[src/rtl/core/sdu_pkg.sv]
`timescale 1ns / 1ps
// ----------------------------------------------------------------------------
// sdu_pkg
// Shared types and codes for the signed division unit.
// ----------------------------------------------------------------------------
package sdu_pkg;

  localparam logic [1:0] CMD_READ  = 2'd0;
  localparam logic [1:0] CMD_WRITE = 2'd1;
  localparam logic [1:0] CMD_TICK  = 2'd2;

  localparam logic [2:0] REG_DIVISOR   = 3'd0;
  localparam logic [2:0] REG_DVD32     = 3'd1;
  localparam logic [2:0] REG_DVD_HIGH  = 3'd2;
  localparam logic [2:0] REG_DVD_LOW   = 3'd3;
  localparam logic [2:0] REG_CONTROL   = 3'd4;

  localparam logic [0:0] CFG_VECTOR   = 1'd0;
  localparam logic [0:0] CFG_PRIORITY = 1'd1;

  typedef struct packed {
    logic [1:0]  command;
    logic [2:0]  reg_index;
    logic [31:0] write_data;
    logic [7:0]  tick_count;
  } item_t;

  typedef struct packed {
    logic [31:0] read_data;
    logic        busy_res;
    logic        irq_request;
    logic [7:0]  irq_vector;
    logic [3:0]  irq_level;
  } result_t;

  typedef struct packed {
    logic [63:0] num_mag;
    logic [31:0] den_mag;
    logic        num_neg;
    logic        den_neg;
  } div_req_t;

  typedef struct packed {
    logic [31:0] quot;
    logic [31:0] rem;
    logic        ovf;
  } div_res_t;

endpackage

[src/rtl/core/sdu_if.sv]
`timescale 1ns / 1ps
// ----------------------------------------------------------------------------
// sdu_if
// Valid/ready channel carrying one word of a given payload type.
// ----------------------------------------------------------------------------
interface sdu_if #(parameter type payload_t = logic [0:0]) (input logic clk);
  logic     valid;
  logic     ready;
  payload_t data;
  modport source (output valid, output data, input ready);
  modport sink (input valid, input data, output ready);
endinterface

[src/rtl/core/sdu_cfg_if.sv]
`timescale 1ns / 1ps
// ----------------------------------------------------------------------------
// sdu_cfg_if
// Configuration write channel: register index and write data.
// ----------------------------------------------------------------------------
interface sdu_cfg_if (input logic clk);
  logic        valid;
  logic        ready;
  logic [0:0]  index;
  logic [31:0] data;
  modport source (output valid, output index, output data, input ready);
  modport sink (input valid, input index, input data, output ready);
endinterface

[src/rtl/core/sdu_divider.sv]
`timescale 1ns / 1ps
// ----------------------------------------------------------------------------
// sdu_divider
// Restoring divider, one quotient bit per cycle.
// ----------------------------------------------------------------------------
module sdu_divider (
  input  logic                clk,
  input  logic                rst_n,
  input  logic                start,
  input  sdu_pkg::div_req_t   req,
  output logic                done,
  output sdu_pkg::div_res_t   res
);
  logic [63:0] quo_r, quo_nxt;
  logic [32:0] rem_r, rem_nxt;
  logic [31:0] den_r;
  logic        nneg_r, dneg_r, zero_r;
  logic [6:0]  cnt_r, cnt_nxt;
  logic        busy_r;
  logic [33:0] trial;
  logic [63:0] q_s;
  logic [63:0] r_s;

  assign trial = {rem_r, quo_r[63]} - {2'b0, den_r};

  always_comb begin
    rem_nxt = {rem_r[31:0], quo_r[63]};
    quo_nxt = {quo_r[62:0], 1'b0};
    if (!trial[33]) begin
      rem_nxt = trial[32:0];
      quo_nxt[0] = 1'b1;
    end
    cnt_nxt = cnt_r - 7'd1;
  end

  always_ff @(posedge clk) begin
    if (!rst_n) begin
      busy_r <= 1'b0;
      cnt_r  <= '0;
    end else if (start) begin
      busy_r <= 1'b1;
      cnt_r  <= 7'd64;
    end else if (busy_r) begin
      cnt_r <= cnt_nxt;
      if (cnt_nxt == 7'd0) busy_r <= 1'b0;
    end
  end

  always_ff @(posedge clk) begin
    if (start) begin
      quo_r  <= req.num_mag;
      rem_r  <= '0;
      den_r  <= req.den_mag;
      nneg_r <= req.num_neg;
      dneg_r <= req.den_neg;
      zero_r <= (req.den_mag == 32'd0);
    end else if (busy_r) begin
      quo_r <= quo_nxt;
      rem_r <= rem_nxt;
    end
  end

  assign done = busy_r && (cnt_r == 7'd1);

  always_comb begin
    q_s = (nneg_r != dneg_r) ? (64'd0 - quo_nxt) : quo_nxt;
    r_s = nneg_r ? (64'd0 - {31'd0, rem_nxt}) : {31'd0, rem_nxt};
    if (zero_r) begin
      q_s = '0;
      r_s = '0;
    end
    res.quot = q_s[31:0];
    res.rem  = r_s[31:0];
    res.ovf  = zero_r ||
      (nneg_r && dneg_r && q_s == 64'h7FFF_FFFF && r_s[31]);
  end
endmodule

[src/rtl/core/sdu_front.sv]
`timescale 1ns / 1ps
// ----------------------------------------------------------------------------
// sdu_front
// Accepts items, queues them two deep for the back end.
// ----------------------------------------------------------------------------
module sdu_front (
  input  logic          clk,
  input  logic          rst_n,
  sdu_if.sink           in_ch,
  output logic          q_valid,
  output sdu_pkg::item_t q_item,
  input  logic          q_pop
);
  sdu_pkg::item_t buf_r [2];
  logic [1:0] cnt_r;
  logic       wp_r, rp_r;
  logic       push;

  assign in_ch.ready = (cnt_r != 2'd2);
  assign push = in_ch.valid && in_ch.ready;
  assign q_valid = (cnt_r != 2'd0);
  assign q_item = buf_r[rp_r];

  always_ff @(posedge clk) begin
    if (!rst_n) begin
      cnt_r <= '0;
      wp_r  <= 1'b0;
      rp_r  <= 1'b0;
    end else begin
      if (push) wp_r <= ~wp_r;
      if (q_pop) rp_r <= ~rp_r;
      cnt_r <= cnt_r + {1'b0, push} - {1'b0, q_pop};
    end
  end

  always_ff @(posedge clk) begin
    if (push) buf_r[wp_r] <= in_ch.data;
  end
endmodule

[src/rtl/core/sdu_back.sv]
`timescale 1ns / 1ps
// ----------------------------------------------------------------------------
// sdu_back
// Register file, countdown and division control; emits one result per word.
// ----------------------------------------------------------------------------
module sdu_back #(
  parameter int NORMAL_LATENCY   = 39,
  parameter int OVERFLOW_LATENCY = 6
) (
  input  logic           clk,
  input  logic           rst_n,
  input  logic           q_valid,
  input  sdu_pkg::item_t q_item,
  output logic           q_pop,
  sdu_cfg_if.sink        cfg_ch,
  sdu_if.source          out_ch
);
  localparam logic [1:0] ST_IDLE = 2'd0;
  localparam logic [1:0] ST_DIV  = 2'd1;
  localparam logic [1:0] ST_OUT  = 2'd2;

  logic [1:0]  st_r, st_nxt;
  logic [31:0] dvs_r, dh_r, dl_r, pq_r, pr_r;
  logic [31:0] dvs_nxt, dh_nxt, dl_nxt, pq_nxt, pr_nxt;
  logic [1:0]  ctl_r, ctl_nxt;
  logic [5:0]  left_r, left_nxt;
  logic        run_r, run_nxt;
  logic [7:0]  vec_r;
  logic [3:0]  pri_r;
  sdu_pkg::result_t res_r, res_nxt;
  logic        start;
  logic        done;
  sdu_pkg::div_req_t req;
  sdu_pkg::div_res_t dres;
  logic [31:0] hi_w;
  logic [63:0] num;
  logic [31:0] rd;
  logic        div_start;

  sdu_divider u_div (.clk(clk), .rst_n(rst_n), .start(div_start), .req(req),
                     .done(done), .res(dres));

  assign cfg_ch.ready = 1'b1;
  assign out_ch.valid = (st_r == ST_OUT);
  assign out_ch.data  = res_r;
  assign q_pop = (st_r == ST_IDLE) && q_valid;
  assign start = q_pop && q_item.command == sdu_pkg::CMD_WRITE &&
                 (q_item.reg_index == sdu_pkg::REG_DVD32 ||
                  q_item.reg_index == sdu_pkg::REG_DVD_LOW);

  always_comb begin
    hi_w = (q_item.reg_index == sdu_pkg::REG_DVD32) ?
           {32{q_item.write_data[31]}} : dh_r;
    num = {hi_w, q_item.write_data};
    req.num_neg = hi_w[31];
    req.den_neg = dvs_r[31];
    req.num_mag = hi_w[31] ? (64'd0 - num) : num;
    req.den_mag = dvs_r[31] ? (32'd0 - dvs_r) : dvs_r;
  end
  assign div_start = start;

  always_comb begin
    case (q_item.reg_index)
      sdu_pkg::REG_DIVISOR:  rd = dvs_r;
      sdu_pkg::REG_DVD32:    rd = dl_r;
      sdu_pkg::REG_DVD_HIGH: rd = dh_r;
      sdu_pkg::REG_DVD_LOW:  rd = dl_r;
      sdu_pkg::REG_CONTROL:  rd = {30'd0, ctl_r};
      default:               rd = '0;
    endcase
  end

  always_ff @(posedge clk) begin
    if (!rst_n) begin
      vec_r <= '0;
      pri_r <= '0;
    end else if (cfg_ch.valid) begin
      if (cfg_ch.index == sdu_pkg::CFG_VECTOR) vec_r <= cfg_ch.data[7:0];
      else pri_r <= cfg_ch.data[3:0];
    end
  end

  always_comb begin
    st_nxt   = st_r;
    dvs_nxt  = dvs_r;
    dh_nxt   = dh_r;
    dl_nxt   = dl_r;
    pq_nxt   = pq_r;
    pr_nxt   = pr_r;
    ctl_nxt  = ctl_r;
    left_nxt = left_r;
    run_nxt  = run_r;
    res_nxt  = res_r;
    case (st_r)
      ST_IDLE: begin
        if (q_valid) begin
          res_nxt = '0;
          res_nxt.busy_res = run_r;
          st_nxt = ST_OUT;
          case (q_item.command)
            sdu_pkg::CMD_READ: res_nxt.read_data = rd;
            sdu_pkg::CMD_WRITE: begin
              case (q_item.reg_index)
                sdu_pkg::REG_DIVISOR:  dvs_nxt = q_item.write_data;
                sdu_pkg::REG_DVD32: begin
                  dl_nxt = q_item.write_data;
                  dh_nxt = hi_w;
                  st_nxt = ST_DIV;
                end
                sdu_pkg::REG_DVD_HIGH: dh_nxt = q_item.write_data;
                sdu_pkg::REG_DVD_LOW: begin
                  dl_nxt = q_item.write_data;
                  st_nxt = ST_DIV;
                end
                sdu_pkg::REG_CONTROL:  ctl_nxt = q_item.write_data[1:0];
                default: ;
              endcase
            end
            sdu_pkg::CMD_TICK: begin
              if (run_r && q_item.tick_count != 8'd0) begin
                if ({2'b0, left_r} <= q_item.tick_count) begin
                  if (ctl_r[0]) begin
                    if (ctl_r[1]) begin
                      res_nxt.irq_request = 1'b1;
                      res_nxt.irq_vector  = vec_r;
                      res_nxt.irq_level   = pri_r;
                    end
                  end else begin
                    dl_nxt = pq_r;
                    dh_nxt = pr_r;
                  end
                  left_nxt = '0;
                  run_nxt = 1'b0;
                  res_nxt.busy_res = 1'b0;
                end else begin
                  left_nxt = left_r - q_item.tick_count[5:0];
                end
              end
            end
            default: ;
          endcase
        end
      end
      ST_DIV: begin
        if (done) begin
          pq_nxt = dres.quot;
          pr_nxt = dres.rem;
          ctl_nxt[0] = ctl_r[0] | dres.ovf;
          left_nxt = (ctl_r[0] | dres.ovf) ? 6'(OVERFLOW_LATENCY) : 6'(NORMAL_LATENCY);
          run_nxt = 1'b1;
          res_nxt.busy_res = 1'b1;
          st_nxt = ST_OUT;
        end
      end
      ST_OUT: if (out_ch.ready) st_nxt = ST_IDLE;
      default: st_nxt = ST_IDLE;
    endcase
  end

  always_ff @(posedge clk) begin
    if (!rst_n) begin
      st_r <= ST_IDLE;
      dvs_r <= '0; dh_r <= '0; dl_r <= '0; pq_r <= '0; pr_r <= '0;
      ctl_r <= '0; left_r <= '0; run_r <= 1'b0;
      res_r <= '0;
    end else begin
      st_r   <= st_nxt;
      dvs_r  <= dvs_nxt;
      dh_r   <= dh_nxt;
      dl_r   <= dl_nxt;
      pq_r   <= pq_nxt;
      pr_r   <= pr_nxt;
      ctl_r  <= ctl_nxt;
      left_r <= left_nxt;
      run_r  <= run_nxt;
      res_r  <= res_nxt;
    end
  end
endmodule

[src/rtl/core/signed_division_unit.sv]
`timescale 1ns / 1ps
// ----------------------------------------------------------------------------
// signed_division_unit
// Register-mapped signed 64/32 divider with countdown and overflow interrupt.
// ----------------------------------------------------------------------------
// The in_ channel carries bus words: register reads, writes and time ticks.
// Each word yields one result word on the out_ channel. The cfg_ channel
// sets the overflow interrupt vector and level and is always ready.
// A two-word queue separates intake from execution. The back end takes one
// word at a time. A read, a plain write or a tick can deliver its result at
// the next clock edge and holds the back end until that result is taken. A
// write that starts a division runs the bit-serial divider; its result is
// registered when the divider signals done, and the word holds the back end
// until that result is taken. Reset clears all registers and the queue.
// While the receiver stalls, the result is held and intake continues until
// the queue is full.
// ----------------------------------------------------------------------------
module signed_division_unit #(
  parameter int NORMAL_LATENCY   = 39,
  parameter int OVERFLOW_LATENCY = 6
) (
  input  logic                  clk,
  input  logic                  rst_n,
  input  logic                  in_valid,
  output logic                  in_ready,
  input  sdu_pkg::item_t        in_data,
  output logic                  out_valid,
  input  logic                  out_ready,
  output sdu_pkg::result_t      out_data,
  input  logic                  cfg_valid,
  output logic                  cfg_ready,
  input  logic [0:0]            cfg_index,
  input  logic [31:0]           cfg_data
);
  sdu_if #(.payload_t(sdu_pkg::item_t))   in_ch (clk);
  sdu_if #(.payload_t(sdu_pkg::result_t)) out_ch (clk);
  sdu_cfg_if cfg_ch (clk);
  logic           q_valid;
  logic           q_pop;
  sdu_pkg::item_t q_item;

  assign in_ch.valid = in_valid;
  assign in_ch.data  = in_data;
  assign in_ready    = in_ch.ready;
  assign out_valid   = out_ch.valid;
  assign out_data    = out_ch.data;
  assign out_ch.ready = out_ready;
  assign cfg_ch.valid = cfg_valid;
  assign cfg_ch.index = cfg_index;
  assign cfg_ch.data  = cfg_data;
  assign cfg_ready    = cfg_ch.ready;

  sdu_front u_front (.clk(clk), .rst_n(rst_n), .in_ch(in_ch.sink),
                     .q_valid(q_valid), .q_item(q_item), .q_pop(q_pop));

  sdu_back #(.NORMAL_LATENCY(NORMAL_LATENCY), .OVERFLOW_LATENCY(OVERFLOW_LATENCY))
    u_back (.clk(clk), .rst_n(rst_n), .q_valid(q_valid), .q_item(q_item),
            .q_pop(q_pop), .cfg_ch(cfg_ch.sink), .out_ch(out_ch.source));
endmodule

[config.mk]
export PLATFORM = sky130hd
export DESIGN_NAME = signed_division_unit
export DESIGN_NICKNAME = d
export VERILOG_FILES = /design/src/rtl/core/sdu_pkg.sv /design/src/rtl/core/sdu_if.sv /design/src/rtl/core/sdu_cfg_if.sv /design/src/rtl/core/sdu_divider.sv /design/src/rtl/core/sdu_front.sv /design/src/rtl/core/sdu_back.sv /design/src/rtl/core/signed_division_unit.sv
export SDC_FILE = /design/constraint.sdc
export NUM_CORES = 1
export LEC_CHECK = 0
export ABC_AREA = 1
export BUFFER_PORTS_ARGS = -buffer_cell sky130_fd_sc_hd__buf_4
export CORE_MARGIN = 2
export CORE_UTILIZATION = 60
export DETAILED_ROUTE_END_ITERATION = 16
export PLACE_DENSITY = 0.78
export SKIP_CTS_REPAIR_TIMING = 1
export SYNTH_ARGS = -nofsm -noshare
export SYNTH_HDL_FRONTEND = slang
export SYNTH_HIERARCHICAL = 1
export SYNTH_SLANG_ARGS = --single-unit
export TNS_END_PERCENT = 30
[constraint.sdc]
create_clock -name clk -period 8.2 [get_ports clk]
set_input_delay 2.46 -clock clk [delete_from_list [all_inputs] [get_ports clk]]
set_output_delay 2.46 -clock clk [all_outputs]
set_load 0.03 [all_outputs]
# Yosys cells after proc, flatten, opt, wreduce, memory -nomap -nowiden
# Memories as Yosys holds them, arrays and structs flattened. A register that Yosys moved wholly into a read port is not among the register bits.
# Index checks and enable logic that the tools add are counted.
# totals
ramBits,90
regBits,373
out_inout_bits,49
memories,1
wordCells,169
# classes
n_mux,63
addsub,9
n_eq_ne,25
magnitude_cmp,1
n_reduce_logical,36
bitwise,5
# mem_list
memory,depth,word_bits,rd,rd_clocked_by_memory_dff,write_ports,line_no,rtl
u_front.buf_r,2,45,1,1,1,sdu_front.sv:14,sdu_pkg::item_t buf_r [2];
# op_table
cell,n
two-way mux 32 bit,12
two-way mux 64 bit,5
one-hot mux 32 bit (2 select lines),3
one-hot mux 32 bit (4 select lines),1
subtractor 1 x 64 -> 64 bit (first input constant),2
equality test 64 x 31 -> 1 bit (second input constant),1
subtractor 1 x 32 -> 32 bit (first input constant),2
two-way mux 14 bit,4
two-way mux 6 bit,6
subtractor 34 x 32 -> 34 bit,1
two-way mux 33 bit,1
logical NOT 32 bit,1
two-way mux 13 bit,2
two-way mux 1 bit,17
inequality test 2 bit (second input constant),8
two-way mux 7 bit,2
AND reduction 7 bit,2
one-hot mux 6 bit (2 select lines),1
two-way mux 2 bit,5
inequality test 2 x 1 -> 1 bit (second input constant),5
AND reduction 5 bit,2
logical AND 1 bit,9
<= comparator 6 x 8 -> 1 bit,1
AND reduction 2 bit,4
other kinds (26),42

# Logic depth before layout (Yosys ltp)
# depth
ltp_word,13
ltp_mapped,41

# Modules after synthesis
# Netlist, hierarchy kept.
# modules_own_cells
mod,area_per_inst_um2,cells_per_inst,n_inst
sdu_back,13658.1,2180,1
sdu_divider,11965.2,1868,1
sdu_front,3672.3,173,1

# Worst setup path after synthesis
# Ideal clock, no wire load.
# synth_timing
kind,register to register
from,register (tool-made name)
to,register u_back.u_div.quo_r[0] (enable)
setup_time_ps,454
path_stages_with_launch,13
arrival_ps,5607
path_slack_ps,2139
path_cell_list,dfxtp_1 -> buf_6 -> mux2_2 -> inv_1 -> ha_1 -> inv_1 -> nor2_1 -> inv_1 -> nor2_1 -> clkbuf_1 -> nor2_1 -> inv_1 -> clkbuf_1
# synth_rtl
element,line_no,rtl
"end signal, assigned",sdu_divider.sv:51,quo_r <= req.num_mag;
"end signal, assigned",sdu_divider.sv:58,quo_r <= quo_nxt;
"end, declared",sdu_divider.sv:14,"logic [63:0] quo_r, quo_nxt;"

==> results_dict.tcl <==
set metrics [dict create \
    outcome "completed" \
    rsz0062_at_grt "no" \
    place_hpwl_um 73300 \
    slew_headroom_pct 26.6 \
    async_reset_ff_share_pct 0 \
    cts_max_path_buffers 3 \
    yosys.area.top_type_share_pct 19.4 \
    die_width_um 225 \
    grt.total_usage_pct 38.0 \
    switching_share_pct 47.8 \
    die_area_um2 50600 \
    crit_top_cell "nor2_1" \
    power_density_nw_per_um2 352 \
    synth_cell_types 62 \
    p_clk_share_pct 21.1 \
    start_kind "register" \
    synth.most_common_cell "nand2_1" \
    power.leakage_nw 13.6 \
    viasPerCell 5.91 \
    crit_path_end_kind "register" \
    syn_inst 4221 \
    hold_viol 0 \
    finalCritPeriodShare_pct 76.1 \
    holdWs_ns 0.453 \
    maxUsedRoutingLayer "met5" \
    cp_slowest_stage_delay_ns 0.55 \
    yosys_register_bits 464 \
    pwr-share-comb_pct 52.4 \
    met1_length_um 39600 \
    worst_ep_arrival_time_ns 6.75 \
    dr_total_vias 28800 \
    cts_max_level 2 \
    gp_congestion 1.03 \
    rr_endpoint "u_back/left_r[5]$_SDFFE_PN0P_" \
    layout_setup_ws_ns 1.96 \
    drtPass1Iterations 7 \
    max_freq_mhz 160 \
    route.met2.wl_um 42200 \
    seqPwrFrac_pct 26.5 \
    drc_errors 0 \
    peakVddDrop_mv 0.208 \
    cts_tree "built" \
    dp_cells 4788 \
    yosysWarnings 6 \
    finalSetupTns_ns 0 \
    hold_end "u_back/pr_r[18]$_SDFFE_PN0P_" \
    period_needed_ns 6.24 \
    synth_flop_cell "dfxtp_1" \
    tightest_slew_ns 1.09 \
    grt_pass1_vias 26000 \
    routedWlPerCell_um 19.9 \
    clk_pin_slew_worst_paths_ns 0.06 \
    hp-class "register to register" \
    syn_to_final_growth_pct 8.80 \
    ioPinCount 132 \
    rrSetupSlack_ns 1.96 \
    grt_pass1_wl_um 148000 \
    p_int_mw 5.87 \
    r2r_cells 32 \
    cp_max_fo 27 \
    root_buffer "clkbuf_16" \
    critPathKind "register to register" \
    grt_max_degree 169 \
    synth.cells.most_frequent "nand2_1, inv_1, nor2_1" \
    synth_edf_count 189 \
    initialDrtViolationCount 3738 \
    power.total_mw 11.2 \
    maxCapViolations 0 \
    drt_wl_total_um 97400 \
    rr_startpoint "u_back/u_div/den_r[19]$_DFFE_PP_" \
    antenna_found_initial 6 \
    hold_start "u_back/pr_r[18]$_SDFFE_PN0P_" \
    placed_area_um2 30100 \
    critical_path_required_ns 8.71 \
    finalSetupViolCount 0 \
    synthesis.nets 4356 \
    cts_inserted_buffers 49 \
    switchingPower_mw 5.36 \
    place_ws_ns 2.17 \
    core_um2 47900 \
    yosys.area.top_type "edfxtp_1" \
    clk_latency_ns 0.62 \
    drtAntennaViolNets 0 \
    drive_gt1_share_pct 9.17 \
    start_util_pct 61.1 \
    final_cell_count_no_fill 4883 \
    portBuffers 106 \
    cpMaxStageDelayCell "nor2_1" \
    rows 80 \
    wl_met3_um 10300 \
    grt_overflow_total 0 \
    hold-path-cell-count 2 \
    die_h_um 225 \
    fin_nets 4359 \
    synth_area_um2 29300 \
    yosysSeqAreaShare_pct 38.2 \
    finClkSkew_ns 0.0424 \
    finalMaxSlewViolations 0 \
    synthTopCellsByArea "edfxtp_1, dfxtp_1, nand2_1, o21ai_0, inv_1" \
    crit_start "u_back/u_div/den_r[19]$_DFFE_PP_" \
    final_area_um2 31900 \
    post-route-util_pct 66.5 \
    clock_sinks 464 \
    syn_avg_cell_area_um2 6.94 \
]
routing by layer:
layer  GRT usage (%)  vias up
met5               0        -
met4            17.7        4
met3            7.31      303
met2            58.3     1571
met1            51.8    13200
li1                -    13800
worst max-delay path, delay by kind of cell (launching register included):
family / cells / cell delay [ns]
AOI/OAI and AO/OA: 2 / 0.27
adders and majority gates: 2 / 0.73
and+or+nand+nor: 25 / 4.53
DFF: 1 / 0.32
xor gates and xnor gates: 1 / 0.15
buffers and inverters: 2 / 0.13
placed cells by master (no fill, tap or decap), types with 15 or more instances in the layout:
cell       instances
a21oi_1          276
buf_4            132
clkbuf_16         51
dfxtp_1          274
edfxtp_1         189
ha_1              48
inv_1            489
inv_2             16
mux2_4            40
nand2_1         1161
nand2_2           33
nand3_1          259
nand4_1           64
nor2_1           433
nor2_2            21
nor3_1            53
nor4_1            26
o211ai_1          15
o21ai_0          376
o21ai_1           19
o21ai_2           20
o22ai_1           22
xnor2_1           26
xor2_1            76
registers in the layout (all words and copies together) (netlist names), 2 cells and up, named ones only:
register / count
u_back/ctl_r: 2
u_back/dh_r: 32
u_back/dl_r: 32
u_back/dvs_r: 32
u_back/left_r: 6
u_back/out_ch.data: 46
u_back/pq_r: 32
u_back/pr_r: 32
u_back/pri_r: 4
u_back/st_r: 2
u_back/u_div/cnt_r: 7
u_back/u_div/den_r: 32
u_back/u_div/quo_r: 64
u_back/u_div/rem_r: 33
u_back/vec_r: 8
u_front/buf_r: 90
u_front/cnt_r: 2
power by group through the flow:
| stage | registers, mW | logic [mW] | clock network (mW) |
|---|---|---|---|
| after floorplan | 2.95 | 4.34 | 0 |
| after global placement | 3.00 | 5.64 | 0 |
| after detailed placement | 3.01 | 5.68 | 0 |
| after CTS | 2.97 | 5.72 | 2.38 |
| after global routing | 3.00 | 6.45 | 2.47 |
| final | 2.98 | 5.88 | 2.37 |
worst max-delay path by stage:
stage,to,slack [ns],cells after the start
2_1_floorplan,u_back/u_div/quo_r[0]$_DFFE_PP_,2.14,12
3_3_place_gp,u_back/left_r[5]$_SDFFE_PN0P_,2.27,32
3_5_place_dp,u_back/left_r[5]$_SDFFE_PN0P_,2.17,32
4_1_cts,u_back/left_r[5]$_SDFFE_PN0P_,2.15,32
5_1_grt,u_back/ctl_r[0]$_SDFFE_PN0P_,1.68,32
6_report,u_back/left_r[5]$_SDFFE_PN0P_,1.96,32
area by class of cell:
| class | count | area (um2) |
|---|---|---|
| antenna | 3 | 7.51 |
| clock buffer | 73 | 1450 |
| clock inverter | 19 | 270 |
| fill | 4298 | 16100 |
| inverter | 508 | 1910 |
| multi-input combinational | 3068 | 15300 |
| sequential | 464 | 11200 |
| tap | 615 | 769 |
| timing repair buffer | 133 | 1010 |
logic make-up (layout without fill, tap and decap cells):
logic type / after synthesis / in the layout / synth area share [%]
AO/OA/AOI/OAI: 770 / 770 / 14.2
buffers and inverters: 689 / 733 / 9.86
multiplexers: 45 / 45 / 2.24
XOR/XNOR: 102 / 102 / 3.05
flip-flops: 464 / 464 / 38.2
other: 1 / 4 / 0.0128
adder cells (fa/ha/maj): 52 / 52 / 2.27
AND/OR/NAND/NOR: 2098 / 2098 / 30.2
Note: power is estimated with default switching activity, not from simulation.
